===== src/design/line_rasterizer_dda_macros.svh =====
// Assertion macros shared by the line rasterizer checks.
`ifndef LINE_RASTERIZER_DDA_MACROS_SVH
`define LINE_RASTERIZER_DDA_MACROS_SVH

// Same-cycle implication, sampled on clock, off during reset.
`define LRD_IMPLY(label, ante, cons, msg) \
   label: assert property (@(posedge clock) disable iff (reset) (ante) |-> (cons)) \
      else $error(msg);

// Next-cycle implication, sampled on clock, off during reset.
`define LRD_IMPLY_NEXT(label, ante, cons, msg) \
   label: assert property (@(posedge clock) disable iff (reset) (ante) |=> (cons)) \
      else $error(msg);

`endif


===== src/design/lrd_pkg.sv =====
// Shared types and constants for the line rasterizer.
`timescale 1ns / 1ps

package lrd_pkg;

   localparam int COORD_BITS  = 16;
   localparam int COLOR_BITS  = 32;
   localparam int QUEUE_DEPTH = 2;
   // signed endpoint difference
   localparam int DELTA_BITS  = COORD_BITS + 1;
   // rounding remainder spans [-2n, 4n) before correction
   localparam int REM_BITS    = COORD_BITS + 3;

   typedef enum logic [0:0] {
      OP_START   = 1'b0,
      OP_ADVANCE = 1'b1
   } lrd_op_type;

   typedef struct packed {
      lrd_op_type                    operation;
      logic signed [COORD_BITS-1:0]  start_x;
      logic signed [COORD_BITS-1:0]  start_y;
      logic signed [COORD_BITS-1:0]  end_x;
      logic signed [COORD_BITS-1:0]  end_y;
      logic                          fill_corners;
   } lrd_req_type;

   typedef struct packed {
      logic signed [COORD_BITS-1:0]  pixel_x;
      logic signed [COORD_BITS-1:0]  pixel_y;
      logic [COLOR_BITS-1:0]         pixel_color;
      logic                          line_done;
   } lrd_rsp_type;

   // Classified command held in the queue between front and back
   typedef struct packed {
      lrd_op_type                    op;
      logic                          major_is_x;
      logic                          major_dir;
      logic                          corner_mode;
      logic [COORD_BITS-1:0]         steps;
      logic [COORD_BITS-1:0]         major_start;
      logic [COORD_BITS-1:0]         minor_start;
      logic signed [DELTA_BITS-1:0]  delta;
   } lrd_cmd_type;

   typedef struct packed {
      logic full;
      logic empty;
   } lrd_queue_status_type;

   typedef struct packed {
      logic active;
      logic corner_pend;
      logic pop;
   } lrd_back_status_type;

endpackage


===== src/design/lrd_front.sv =====
// Front end: classify an incoming item and set up the line parameters.
`timescale 1ns / 1ps

module lrd_front (
   input  lrd_pkg::lrd_req_type req_data,
   output lrd_pkg::lrd_cmd_type cmd
);

   logic signed [lrd_pkg::COORD_BITS-1:0] x1, y1, x2, y2;
   logic signed [lrd_pkg::DELTA_BITS-1:0] dx, dy;
   logic [lrd_pkg::DELTA_BITS-1:0]        adx_w, ady_w;
   logic [lrd_pkg::COORD_BITS-1:0]        adx, ady;
   logic                                  x_major;

   assign x1 = req_data.start_x;
   assign y1 = req_data.start_y;
   assign x2 = req_data.end_x;
   assign y2 = req_data.end_y;

   // Differences and magnitudes; magnitudes fit in the coordinate width
   assign dx    = lrd_pkg::DELTA_BITS'(x2) - lrd_pkg::DELTA_BITS'(x1);
   assign dy    = lrd_pkg::DELTA_BITS'(y2) - lrd_pkg::DELTA_BITS'(y1);
   assign adx_w = dx[lrd_pkg::DELTA_BITS-1] ? -dx : dx;
   assign ady_w = dy[lrd_pkg::DELTA_BITS-1] ? -dy : dy;
   assign adx   = adx_w[lrd_pkg::COORD_BITS-1:0];
   assign ady   = ady_w[lrd_pkg::COORD_BITS-1:0];

   // Ties go to the y axis
   assign x_major = adx > ady;

   // Pick major and minor axes
   always_comb begin
      cmd.op          = req_data.operation;
      cmd.major_is_x  = x_major;
      cmd.corner_mode = req_data.fill_corners;
      if (x_major) begin
         cmd.steps       = adx;
         cmd.major_start = x1;
         cmd.minor_start = y1;
         cmd.major_dir   = dx[lrd_pkg::DELTA_BITS-1];
         cmd.delta       = dy;
      end else begin
         cmd.steps       = ady;
         cmd.major_start = y1;
         cmd.minor_start = x1;
         cmd.major_dir   = dy[lrd_pkg::DELTA_BITS-1];
         cmd.delta       = dx;
      end
   end

endmodule


===== src/design/lrd_queue.sv =====
// Short command queue between the front and back ends.
`timescale 1ns / 1ps

module lrd_queue #(
   parameter int DEPTH = lrd_pkg::QUEUE_DEPTH
) (
   input  logic                          clock,
   input  logic                          reset,
   input  logic                          push,
   input  lrd_pkg::lrd_cmd_type          push_data,
   input  logic                          pop,
   output lrd_pkg::lrd_cmd_type          head,
   output lrd_pkg::lrd_queue_status_type status
);

   localparam int PTR_W = (DEPTH > 1) ? $clog2(DEPTH) : 1;
   localparam int CNT_W = $clog2(DEPTH + 1);

   lrd_pkg::lrd_cmd_type entry_ff [DEPTH];
   logic [PTR_W-1:0]     wr_ptr_ff, wr_ptr_in;
   logic [PTR_W-1:0]     rd_ptr_ff, rd_ptr_in;
   logic [CNT_W-1:0]     count_ff, count_in;

   // Advance pointers and occupancy
   always_comb begin
      wr_ptr_in = wr_ptr_ff;
      rd_ptr_in = rd_ptr_ff;
      if (push) begin
         wr_ptr_in = (wr_ptr_ff == PTR_W'(DEPTH - 1)) ? '0 : wr_ptr_ff + PTR_W'(1);
      end
      if (pop) begin
         rd_ptr_in = (rd_ptr_ff == PTR_W'(DEPTH - 1)) ? '0 : rd_ptr_ff + PTR_W'(1);
      end
      unique case ({push, pop})
         2'b10:   count_in = count_ff + CNT_W'(1);
         2'b01:   count_in = count_ff - CNT_W'(1);
         default: count_in = count_ff;
      endcase
   end

   always_ff @(posedge clock) begin
      if (reset) begin
         wr_ptr_ff <= '0;
         rd_ptr_ff <= '0;
         count_ff  <= '0;
      end else begin
         wr_ptr_ff <= wr_ptr_in;
         rd_ptr_ff <= rd_ptr_in;
         count_ff  <= count_in;
      end
   end

   // Store incoming commands
   always_ff @(posedge clock) begin
      if (push) begin
         entry_ff[wr_ptr_ff] <= push_data;
      end
   end

   assign head         = entry_ff[rd_ptr_ff];
   assign status.full  = (count_ff == CNT_W'(DEPTH));
   assign status.empty = (count_ff == '0);

endmodule


===== src/design/lrd_back.sv =====
// Back end: step the line and drive pixels through the output register.
`timescale 1ns / 1ps

module lrd_back (
   input  logic                           clock,
   input  logic                           reset,
   input  logic [lrd_pkg::COLOR_BITS-1:0] color,
   input  lrd_pkg::lrd_cmd_type           head,
   input  logic                           q_empty,
   output lrd_pkg::lrd_back_status_type   status,
   output logic                           rsp_valid,
   input  logic                           rsp_ready,
   output lrd_pkg::lrd_rsp_type           rsp_data
);

   localparam int CB = lrd_pkg::COORD_BITS;
   localparam int RB = lrd_pkg::REM_BITS;

   // control
   logic active_ff, active_in;
   logic pend_ff, pend_in;
   logic out_valid_ff, out_valid_in;
   // line state
   logic [CB-1:0]                        steps_left_ff, steps_left_in;
   logic [CB:0]                          two_n_ff, two_n_in;
   logic [CB-1:0]                        major_ff, major_in;
   logic [CB-1:0]                        minor_ff, minor_in;
   logic [CB-1:0]                        prev_ff, prev_in;
   logic                                 dir_ff, dir_in;
   logic                                 x_major_ff, x_major_in;
   logic                                 corner_mode_ff, corner_mode_in;
   logic signed [lrd_pkg::DELTA_BITS-1:0] delta_ff, delta_in;
   logic signed [RB-1:0]                 rem_ff, rem_in;
   // pending corner pixel and output register
   logic [CB-1:0]                        pend_x_ff, pend_x_in;
   logic [CB-1:0]                        pend_y_ff, pend_y_in;
   logic                                 pend_done_ff, pend_done_in;
   lrd_pkg::lrd_rsp_type                 out_ff, out_in;

   logic                 out_free, emits, pop, last, corner;
   logic signed [RB-1:0] delta_ext, two_d, two_n_ext, sum, sum_lo, sum_hi;

   // Map major/minor back to x/y
   function automatic lrd_pkg::lrd_rsp_type make_pixel(
      input logic                           xm,
      input logic [CB-1:0]                  maj,
      input logic [CB-1:0]                  mnr,
      input logic [lrd_pkg::COLOR_BITS-1:0] col,
      input logic                           done
   );
      lrd_pkg::lrd_rsp_type p;
      p.pixel_x     = xm ? maj : mnr;
      p.pixel_y     = xm ? mnr : maj;
      p.pixel_color = col;
      p.line_done   = done;
      return p;
   endfunction

   // Remainder update: three sums in parallel, pick by sign
   assign delta_ext = RB'(delta_ff);
   assign two_d     = delta_ext <<< 1;
   assign two_n_ext = RB'(two_n_ff);
   assign sum       = rem_ff + two_d;
   assign sum_lo    = rem_ff + two_d - two_n_ext;
   assign sum_hi    = rem_ff + two_d + two_n_ext;

   assign out_free = !out_valid_ff || rsp_ready;
   assign emits    = (head.op == lrd_pkg::OP_ADVANCE) && active_ff;
   assign pop      = !q_empty && !pend_ff && (out_free || !emits);
   assign last     = (steps_left_ff == '0);
   assign corner   = corner_mode_ff && (minor_ff != prev_ff);

   // Next state: drain a pending corner first, else take the head item
   always_comb begin
      active_in      = active_ff;
      pend_in        = pend_ff;
      out_valid_in   = out_valid_ff && !rsp_ready;
      steps_left_in  = steps_left_ff;
      two_n_in       = two_n_ff;
      major_in       = major_ff;
      minor_in       = minor_ff;
      prev_in        = prev_ff;
      dir_in         = dir_ff;
      x_major_in     = x_major_ff;
      corner_mode_in = corner_mode_ff;
      delta_in       = delta_ff;
      rem_in         = rem_ff;
      pend_x_in      = pend_x_ff;
      pend_y_in      = pend_y_ff;
      pend_done_in   = pend_done_ff;
      out_in         = out_ff;

      if (out_free && pend_ff) begin
         out_valid_in = 1'b1;
         out_in       = make_pixel(1'b1, pend_x_ff, pend_y_ff, color, pend_done_ff);
         pend_in      = 1'b0;
      end

      if (pop) begin
         unique case (head.op)
            lrd_pkg::OP_START: begin
               active_in      = 1'b1;
               steps_left_in  = head.steps;
               two_n_in       = {head.steps, 1'b0};
               major_in       = head.major_start;
               minor_in       = head.minor_start;
               prev_in        = head.minor_start;
               dir_in         = head.major_dir;
               x_major_in     = head.major_is_x;
               corner_mode_in = head.corner_mode;
               delta_in       = head.delta;
               rem_in         = RB'(head.steps);
            end
            lrd_pkg::OP_ADVANCE: begin
               if (active_ff) begin
                  // main pixel, then maybe the corner at the old minor value
                  out_valid_in = 1'b1;
                  out_in = make_pixel(x_major_ff, major_ff, minor_ff, color,
                                      last && !corner);
                  if (corner) begin
                     pend_in      = 1'b1;
                     pend_x_in    = x_major_ff ? major_ff : prev_ff;
                     pend_y_in    = x_major_ff ? prev_ff : major_ff;
                     pend_done_in = last;
                  end
                  if (last) begin
                     active_in = 1'b0;
                  end else begin
                     prev_in       = minor_ff;
                     steps_left_in = steps_left_ff - CB'(1);
                     major_in      = dir_ff ? major_ff - CB'(1) : major_ff + CB'(1);
                     priority if (!sum_lo[RB-1]) begin
                        rem_in   = sum_lo;
                        minor_in = minor_ff + CB'(1);
                     end else if (sum[RB-1]) begin
                        rem_in   = sum_hi;
                        minor_in = minor_ff - CB'(1);
                     end else begin
                        rem_in   = sum;
                     end
                  end
               end
            end
            default: begin
               active_in = active_ff;
            end
         endcase
      end
   end

   // Control registers
   always_ff @(posedge clock) begin
      if (reset) begin
         active_ff    <= 1'b0;
         pend_ff      <= 1'b0;
         out_valid_ff <= 1'b0;
      end else begin
         active_ff    <= active_in;
         pend_ff      <= pend_in;
         out_valid_ff <= out_valid_in;
      end
   end

   // Line state and payload registers
   always_ff @(posedge clock) begin
      steps_left_ff  <= steps_left_in;
      two_n_ff       <= two_n_in;
      major_ff       <= major_in;
      minor_ff       <= minor_in;
      prev_ff        <= prev_in;
      dir_ff         <= dir_in;
      x_major_ff     <= x_major_in;
      corner_mode_ff <= corner_mode_in;
      delta_ff       <= delta_in;
      rem_ff         <= rem_in;
      pend_x_ff      <= pend_x_in;
      pend_y_ff      <= pend_y_in;
      pend_done_ff   <= pend_done_in;
      out_ff         <= out_in;
   end

   assign rsp_valid          = out_valid_ff;
   assign rsp_data           = out_ff;
   assign status.active      = active_ff;
   assign status.corner_pend = pend_ff;
   assign status.pop         = pop;

endmodule


===== src/design/line_rasterizer_dda.sv =====
// Top level of the DDA line pixel generator.
`timescale 1ns / 1ps
`include "line_rasterizer_dda_macros.svh"

//  channel | ports                          | carries
//  --------+--------------------------------+-------------------------------------
//  req     | req_valid req_ready req_data   | start (endpoints, corner fill) / advance
//  rsp     | rsp_valid rsp_ready rsp_data   | pixel x, y, color, last-pixel flag
//  csr     | csr_write_en csr_write_data    | draw color, registered
//
//  One item per clock when the result side keeps up; an advance that adds a corner
//  pixel holds the back end until its second result moves to the output register.
//  A pixel enters the output register as its item leaves the command queue head.
//  Start items and idle advances drain during an output stall unless a corner pends.
//  Synchronous reset empties the queue, ends the line, drops output valid, clears color.

module line_rasterizer_dda #(
   parameter int QUEUE_DEPTH = lrd_pkg::QUEUE_DEPTH
) (
   input  logic                           clock,
   input  logic                           reset,
   input  logic                           req_valid,
   output logic                           req_ready,
   input  lrd_pkg::lrd_req_type           req_data,
   output logic                           rsp_valid,
   input  logic                           rsp_ready,
   output lrd_pkg::lrd_rsp_type           rsp_data,
   input  logic                           csr_write_en,
   input  logic [lrd_pkg::COLOR_BITS-1:0] csr_write_data
);

   logic [lrd_pkg::COLOR_BITS-1:0] color_ff, color_in;
   lrd_pkg::lrd_cmd_type           front_cmd;
   lrd_pkg::lrd_cmd_type           head_cmd;
   lrd_pkg::lrd_queue_status_type  q_status;
   lrd_pkg::lrd_back_status_type   back_status;

   // Color register
   assign color_in = csr_write_en ? csr_write_data : color_ff;

   always_ff @(posedge clock) begin
      if (reset) begin
         color_ff <= '0;
      end else begin
         color_ff <= color_in;
      end
   end

   assign req_ready = !q_status.full;

   lrd_front u_front (
      .req_data (req_data),
      .cmd      (front_cmd)
   );

   lrd_queue #(
      .DEPTH (QUEUE_DEPTH)
   ) u_queue (
      .clock     (clock),
      .reset     (reset),
      .push      (req_valid && req_ready),
      .push_data (front_cmd),
      .pop       (back_status.pop),
      .head      (head_cmd),
      .status    (q_status)
   );

   lrd_back u_back (
      .clock     (clock),
      .reset     (reset),
      .color     (color_ff),
      .head      (head_cmd),
      .q_empty   (q_status.empty),
      .status    (back_status),
      .rsp_valid (rsp_valid),
      .rsp_ready (rsp_ready),
      .rsp_data  (rsp_data)
   );

   // Corner pixel waits only behind its own main pixel
   `LRD_IMPLY(a_pend_has_main, back_status.corner_pend, rsp_valid, "corner pending with empty output")
   `LRD_IMPLY(a_pend_not_done, back_status.corner_pend, !rsp_data.line_done, "main pixel flagged last before its corner")
   `LRD_IMPLY(a_pend_no_pop, back_status.corner_pend, !back_status.pop, "item taken while corner pending")
   `LRD_IMPLY_NEXT(a_pend_drains, back_status.corner_pend && rsp_ready, !back_status.corner_pend, "corner pixel not moved to output")

endmodule


===== config.mk =====
export PLATFORM = sky130hd
export DESIGN_NAME = line_rasterizer_dda
export DESIGN_NICKNAME = d
export VERILOG_FILES = /design/src/design/lrd_pkg.sv /design/src/design/lrd_front.sv /design/src/design/lrd_queue.sv /design/src/design/lrd_back.sv /design/src/design/line_rasterizer_dda.sv
export VERILOG_INCLUDE_DIRS = /design/src /design/src/design
export SDC_FILE = /design/constraint.sdc
export NUM_CORES = 1
export LEC_CHECK = 0
export ABC_AREA = 1
export BUFFER_PORTS_ARGS = -buffer_cell sky130_fd_sc_hd__buf_2
export CORE_UTILIZATION = 50
export CTS_BUF_LIST = sky130_fd_sc_hd__clkbuf_4
export CTS_CLUSTER_DIAMETER = 100
export DETAILED_ROUTE_END_ITERATION = 8
export HOLD_SLACK_MARGIN = 0.08
export MAX_ROUTING_LAYER = met4
export PLACE_DENSITY_LB_ADDON = 0.15
export REMOVE_ABC_BUFFERS = 1
export SLEW_MARGIN = 15
export SYNTH_ARGS = -nofsm -noshare
export SYNTH_HDL_FRONTEND = slang
export SYNTH_HIERARCHICAL = 1
export SYNTH_SLANG_ARGS = --single-unit

===== constraint.sdc =====
create_clock -name clock -period 7.7 [get_ports clock]
set_input_delay 0.385 -clock clock [delete_from_list [all_inputs] [get_ports clock]]
set_output_delay 0.385 -clock clock [all_outputs]
set_load 0.02 [all_outputs]

==> impl_metrics.toml, run 1 <==
[outcome]
outcome = "complete, no violations"

[sta]
finalMaxSlewViolations = 0
period_needed_ps = 5583
finalSetupTns_ps = 0
finalCritPeriodShare = 0.7250
final_hold_viol_count = 0
skew_ps = 54.39
worst_pin_slew_ps = 1132
rsz0062_at_grt = "no"
setup-violations-final = 0
max_freq_ghz = 0.1791
relSlewSlack = 0.2448
layout_setup_ws_ps = 2117

[synthesis]
syn_avg_cell_area_um2 = 8.366
syn-cell-area_um2 = 24350
yosys_warnings = 6
synth_cells = 2911

[critical_path]
slowest_delay_ps = 520
critPathRequiredTime_ps = 8320
cp_common_cell = "nand2_1"
crit_path_end_kind = "register"
path_max_fanout = 33
critPathKind = "reg2reg"
startpoint_type = "register"
arrival_ps = 6200
worst_path_max_delay_cell = "ha_1"

[drt]
vias_per_cell = 5.274
vias = 20553
antenna_left = 0
drcViolationCount = 0
dr.pass1.iters = 5
drt_wl_total_um = 67610
drt_iter0_markers = 1406
wl_per_cell_um = 17.35

[finish]
nets = 3435
drive_gt1_frac = 0.1692
syn_to_final_growth_pct = 14.38
fin_cells = 3897
final_util = 0.5822

[hold_path]
min_path_type = "in2reg"

[clock_tree]
cts_tree = "built"
cts.sinks = 394
cts_buffers = 106
cts.path.max_buffers = 3
postCtsSetupBuffers = 0
cts_root_buf = "clkbuf_4"
h-tree-depth = 3
post_cts_resized = 0
clkLatencyLatePin_ps = 860
hold_buffers = 86
clk_pin_slew_ps = 60

[grt]
antenna_found_initial = 1
overflow = 0
use_met3 = 0.03690
grt_max_degree = 87
grt_first_pass_wirelength_um = 107200
grt_pass1_vias = 20121
grt.total_usage = 0.2836
top_usage_layer = "met2"
met1_usage = 0.3806
use_met2 = 0.4469

[placed_design]
dp_hpwl_um = 49870
io_buffers = 169
routabilityCongestion = 0.9475
placedCellCount = 3614
preCtsSetupSlack_ps = 2162

[floorplanning]
core_um2 = 47850
dieHeight_um = 222.7
start_util = 0.5090
pin_count = 170
rows = 80
die-area_um2 = 49590
fp.dieW_um = 222.7

[run]
maxCapViolCount = 0
## cells in the final DEF (no fill, tap or decap), types with 7 or more instances in the layout
cell type and instances:
o21ai_1 18, mux2_2 81, fa_1 7, a21oi_1 131, mux2_1 11, nor2_4 7
dlygate4sd3_1 86, nand3b_1 12, buf_2 169, o21bai_1 9, clkinv_1 20, inv_2 20
nand2_1 765, nand2_2 27, xor2_1 51, xnor2_1 15, nor2_1 207, ha_1 132
nand3_2 10, inv_1 375, nand3_1 154, edfxtp_1 289, nand4_1 32, nand2_4 8
o21ai_0 228, dfxtp_1 104, nor3_1 20, buf_4 13, clkbuf_4 165, mux2i_1 18
mux2_4 10, or2_2 8
## worst paths after layout
kind,startpoint,endpoint,slack (ps),cells after the start
worst max-delay path,u_back/rem_ff[1],u_back/minor_ff[15],2120,35
worst min register to register,color_ff[5],u_back/rsp_data[6],450,1
worst max register to register,u_back/rem_ff[1],u_back/minor_ff[15],2120,35
worst min-delay path,req_data[18],u_queue/entry_ff[1][1],200,4
## cell type report
cell class | instances | area, um^2
Fill cell | 4365 | 19990
Tap cell | 615 | 769.5
Timing Repair Buffer | 268 | 1804
Inverter | 395 | 1488
Antenna cell | 1 | 2.502
Sequential cell | 394 | 10780
Multi-Input combinational cell | 2028 | 11550
Clock buffer | 165 | 1239
Clock inverter | 31 | 219.0
## flip-flops by register name (all words and copies together) (netlist names), 2 cells and up, named ones only
signal / flops
u_back/pend_x_ff: 16
u_queue/count_ff: 2
u_back/prev_ff: 16
u_back/pend_y_ff: 16
u_back/rsp_data: 65
color_ff: 32
u_back/rem_ff: 18
u_back/major_ff: 16
u_back/steps_left_ff: 16
u_back/minor_ff: 16
u_back/two_n_ff: 16
u_back/delta_ff: 17
u_queue/entry_ff: 138
## through the flow
stage          hold slack, ps  cell area (um^2)
2_1_floorplan           441.7             23800
3_3_place_gp            438.8             25530
3_5_place_dp            448.8             25530
4_1_cts                 107.0             27850
5_1_grt                 161.1             27860
6_report                200.5             27860
## routing by layer
metal | up-vias | part of all wire
met5 | - | 0
met3 | 101 | 0.052
li1 | 10281 | -
met2 | 585 | 0.46
met4 | 0 | 0.022
met1 | 9586 | 0.46
## critical path, delay by kind of cell, from the launching register on
kind	cells	cell delay [ps]
buffers and inverters	6	550
and+or+nand+nor	19	1890
xor gates and xnor gates	1	220
AOI/OAI and AO/OA	5	700
adders and majority gates	4	1650
DFF	1	330
Power of run 1 is not shown: default switching activity piles up to over one toggle a cycle in this logic, so the estimate is an artifact.
==> run 2: changes to the inputs <==
==> constraint.sdc (replaced) <==
create_clock -name clock -period 5.7 [get_ports clock]
set_input_delay 0.285 -clock clock [delete_from_list [all_inputs] [get_ports clock]]
set_output_delay 0.285 -clock clock [all_outputs]
set_load 0.02 [all_outputs]
==> run 2 against run 1 <==
  * Worst setup slack worse by 1600 ps
  * Hold slack worse by 0.79 ps
  * Fmax up 7.8%
  * Sequential share of layout area about the same
  * Cell area about the same
  * Largest cell class unchanged
==> impl_metrics.toml, run 2 (synthesis gave the netlist of run 1 again) <==
[finish]
nets = 3438
fin_cells = 3905
final_cell_mix = "nand2_1 (765), inv_1 (375), edfxtp_1 (289), o21ai_0 (228), nor2_1 (207)"
syn_to_final_growth_pct = 14.34
multiInputGateArea_um2 = 11570
final_common_cell = "nand2_1"
seqCellArea_um2 = 10780
fillers = 4313
drive_gt1_frac = 0.1663
top_register = "u_queue/entry_ff"
largest_register_ffs = 138

[clock_tree]
clk_pin_slew_ps = 70
h-tree-depth = 3
cts_buffers = 105
postCtsSetupBuffers = 0
clkLatencyLatePin_ps = 890
cts.path.max_buffers = 3
cts.sinks = 394
cts_root_buf = "clkbuf_4"
cts_tree = "built"

[critical_path]
cp_common_cell = "nand2_1"
critPathKind = "reg2reg"
slowest_delay_ps = 400
path_max_fanout = 14
critPathRequiredTime_ps = 6250
worst_path_max_delay_cell = "fa_1"
startpoint_type = "register"
crit_path_end_kind = "register"
arrival_ps = 5730
reg2reg_depth = 30

[run]
maxCapViolCount = 0

[grt]
overflow = 0
grt.total_usage = 0.2776
antenna_found_initial = 4
grt_pass1_vias = 19699
grt_first_pass_wirelength_um = 104300
grt_max_degree = 101

[sta]
relSlewSlack = 0.2693
max_freq_ghz = 0.1932
rsz0062_at_grt = "no"
setup-violations-final = 0
final_hold_viol_count = 0
finalMaxSlewViolations = 0
finalCritPeriodShare = 0.9083
worst_pin_slew_ps = 1096
skew_ps = 103.5
period_needed_ps = 5177

[drt]
drt_wl_total_um = 66770
drcViolationCount = 0
drt_iter0_markers = 1630
antenna_left = 0
dr.pass1.iters = 6
wl_per_cell_um = 17.10
vias_per_cell = 5.235
vias = 20443

[floorplanning]
core_um2 = 47850
die-area_um2 = 49590
start_util = 0.5090
rows = 80
dieHeight_um = 222.7
fp.dieW_um = 222.7
pin_count = 170

[hold_path]
min_path_type = "in2reg"
min_path_cells = 2

[placed_design]
dp_hpwl_um = 50120
io_buffers = 169
routabilityCongestion = 0.9292
placedCellCount = 3617

[outcome]
outcome = "complete, no violations"
## run 2: cell count changes in the layout (fill, tap and decap cells not counted), sizes merged
cell         previous run  this run
inv                   398       396
diode                   1         7
dlygate4sd3            86        87
clkbuf                165       150
bufinv                  3         2
buf                   182       185
clkinv                 25        41
## run 2: per-stage QoR
step | hold WS, ps | setup TNS, ps | cell area [um^2] | worst slack [ps] | utilization
after floorplan | 354.1 | -48360 | 23800 | -852.6 | -
after global placement | 438.4 | 0 | 25570 | 537.0 | 0.5344
after detailed placement | 445.8 | 0 | 25570 | 478.7 | 0.5344
after CTS | 119.4 | 0 | 27810 | 487.7 | 0.5812
after global routing | 151.4 | 0 | 27850 | 4.812 | 0.5820
final | 199.7 | 0 | 27850 | 522.7 | 0.5820
## run 2: final cells by class
class | instances | share of cell area
Multi-Input combinational cell | 2028 | 0.4155
Timing Repair Buffer | 272 | 0.06641
Clock buffer | 150 | 0.04044
Clock inverter | 44 | 0.008717
Tap cell | 615 | 0.02763
Inverter | 395 | 0.05342
Antenna cell | 7 | 0.0006290
Sequential cell | 394 | 0.3873
## run 2: worst paths after layout
check | from | end | slack, ps
setup / recovery | u_back/delta_ff[0] | u_back/minor_ff[13] | 520
setup reg to reg | u_back/delta_ff[0] | u_back/minor_ff[13] | 520
hold / removal | req_data[65] | u_queue/entry_ff[0][68] | 200
hold reg to reg | u_back/rsp_data[30] | u_back/rsp_data[30] | 460
## run 2: repair_timing
action | CTS | global route
endpoints found under the hold margin | 110 | 0
gates resized for setup | 0 | 5
setup endpoints to repair | 0 | 2
hold buffers | 87 | 0
## run 2: per-layer routing
metal  GRT usage  vias to the layer above  wire (um)  share of wire
met5           -                        -          0              0
met4     0.09522                        0       1759          0.026
met3     0.03676                      123       3552          0.053
met2      0.4281                      583      30320           0.45
met1      0.3760                     9458      31140           0.47
li1            -                    10279          -              -
## run 2: critical path, delay by kind of cell (launching register included)
kind / cells / cell delay [ps]
xor gates and xnor gates: 1 / 370
adders and majority gates: 4 / 1400
buffers and inverters: 3 / 230
and+or+nand+nor: 17 / 1830
DFF: 1 / 330
AOI/OAI and AO/OA: 5 / 760
Power of run 2 is left out for the same reason.
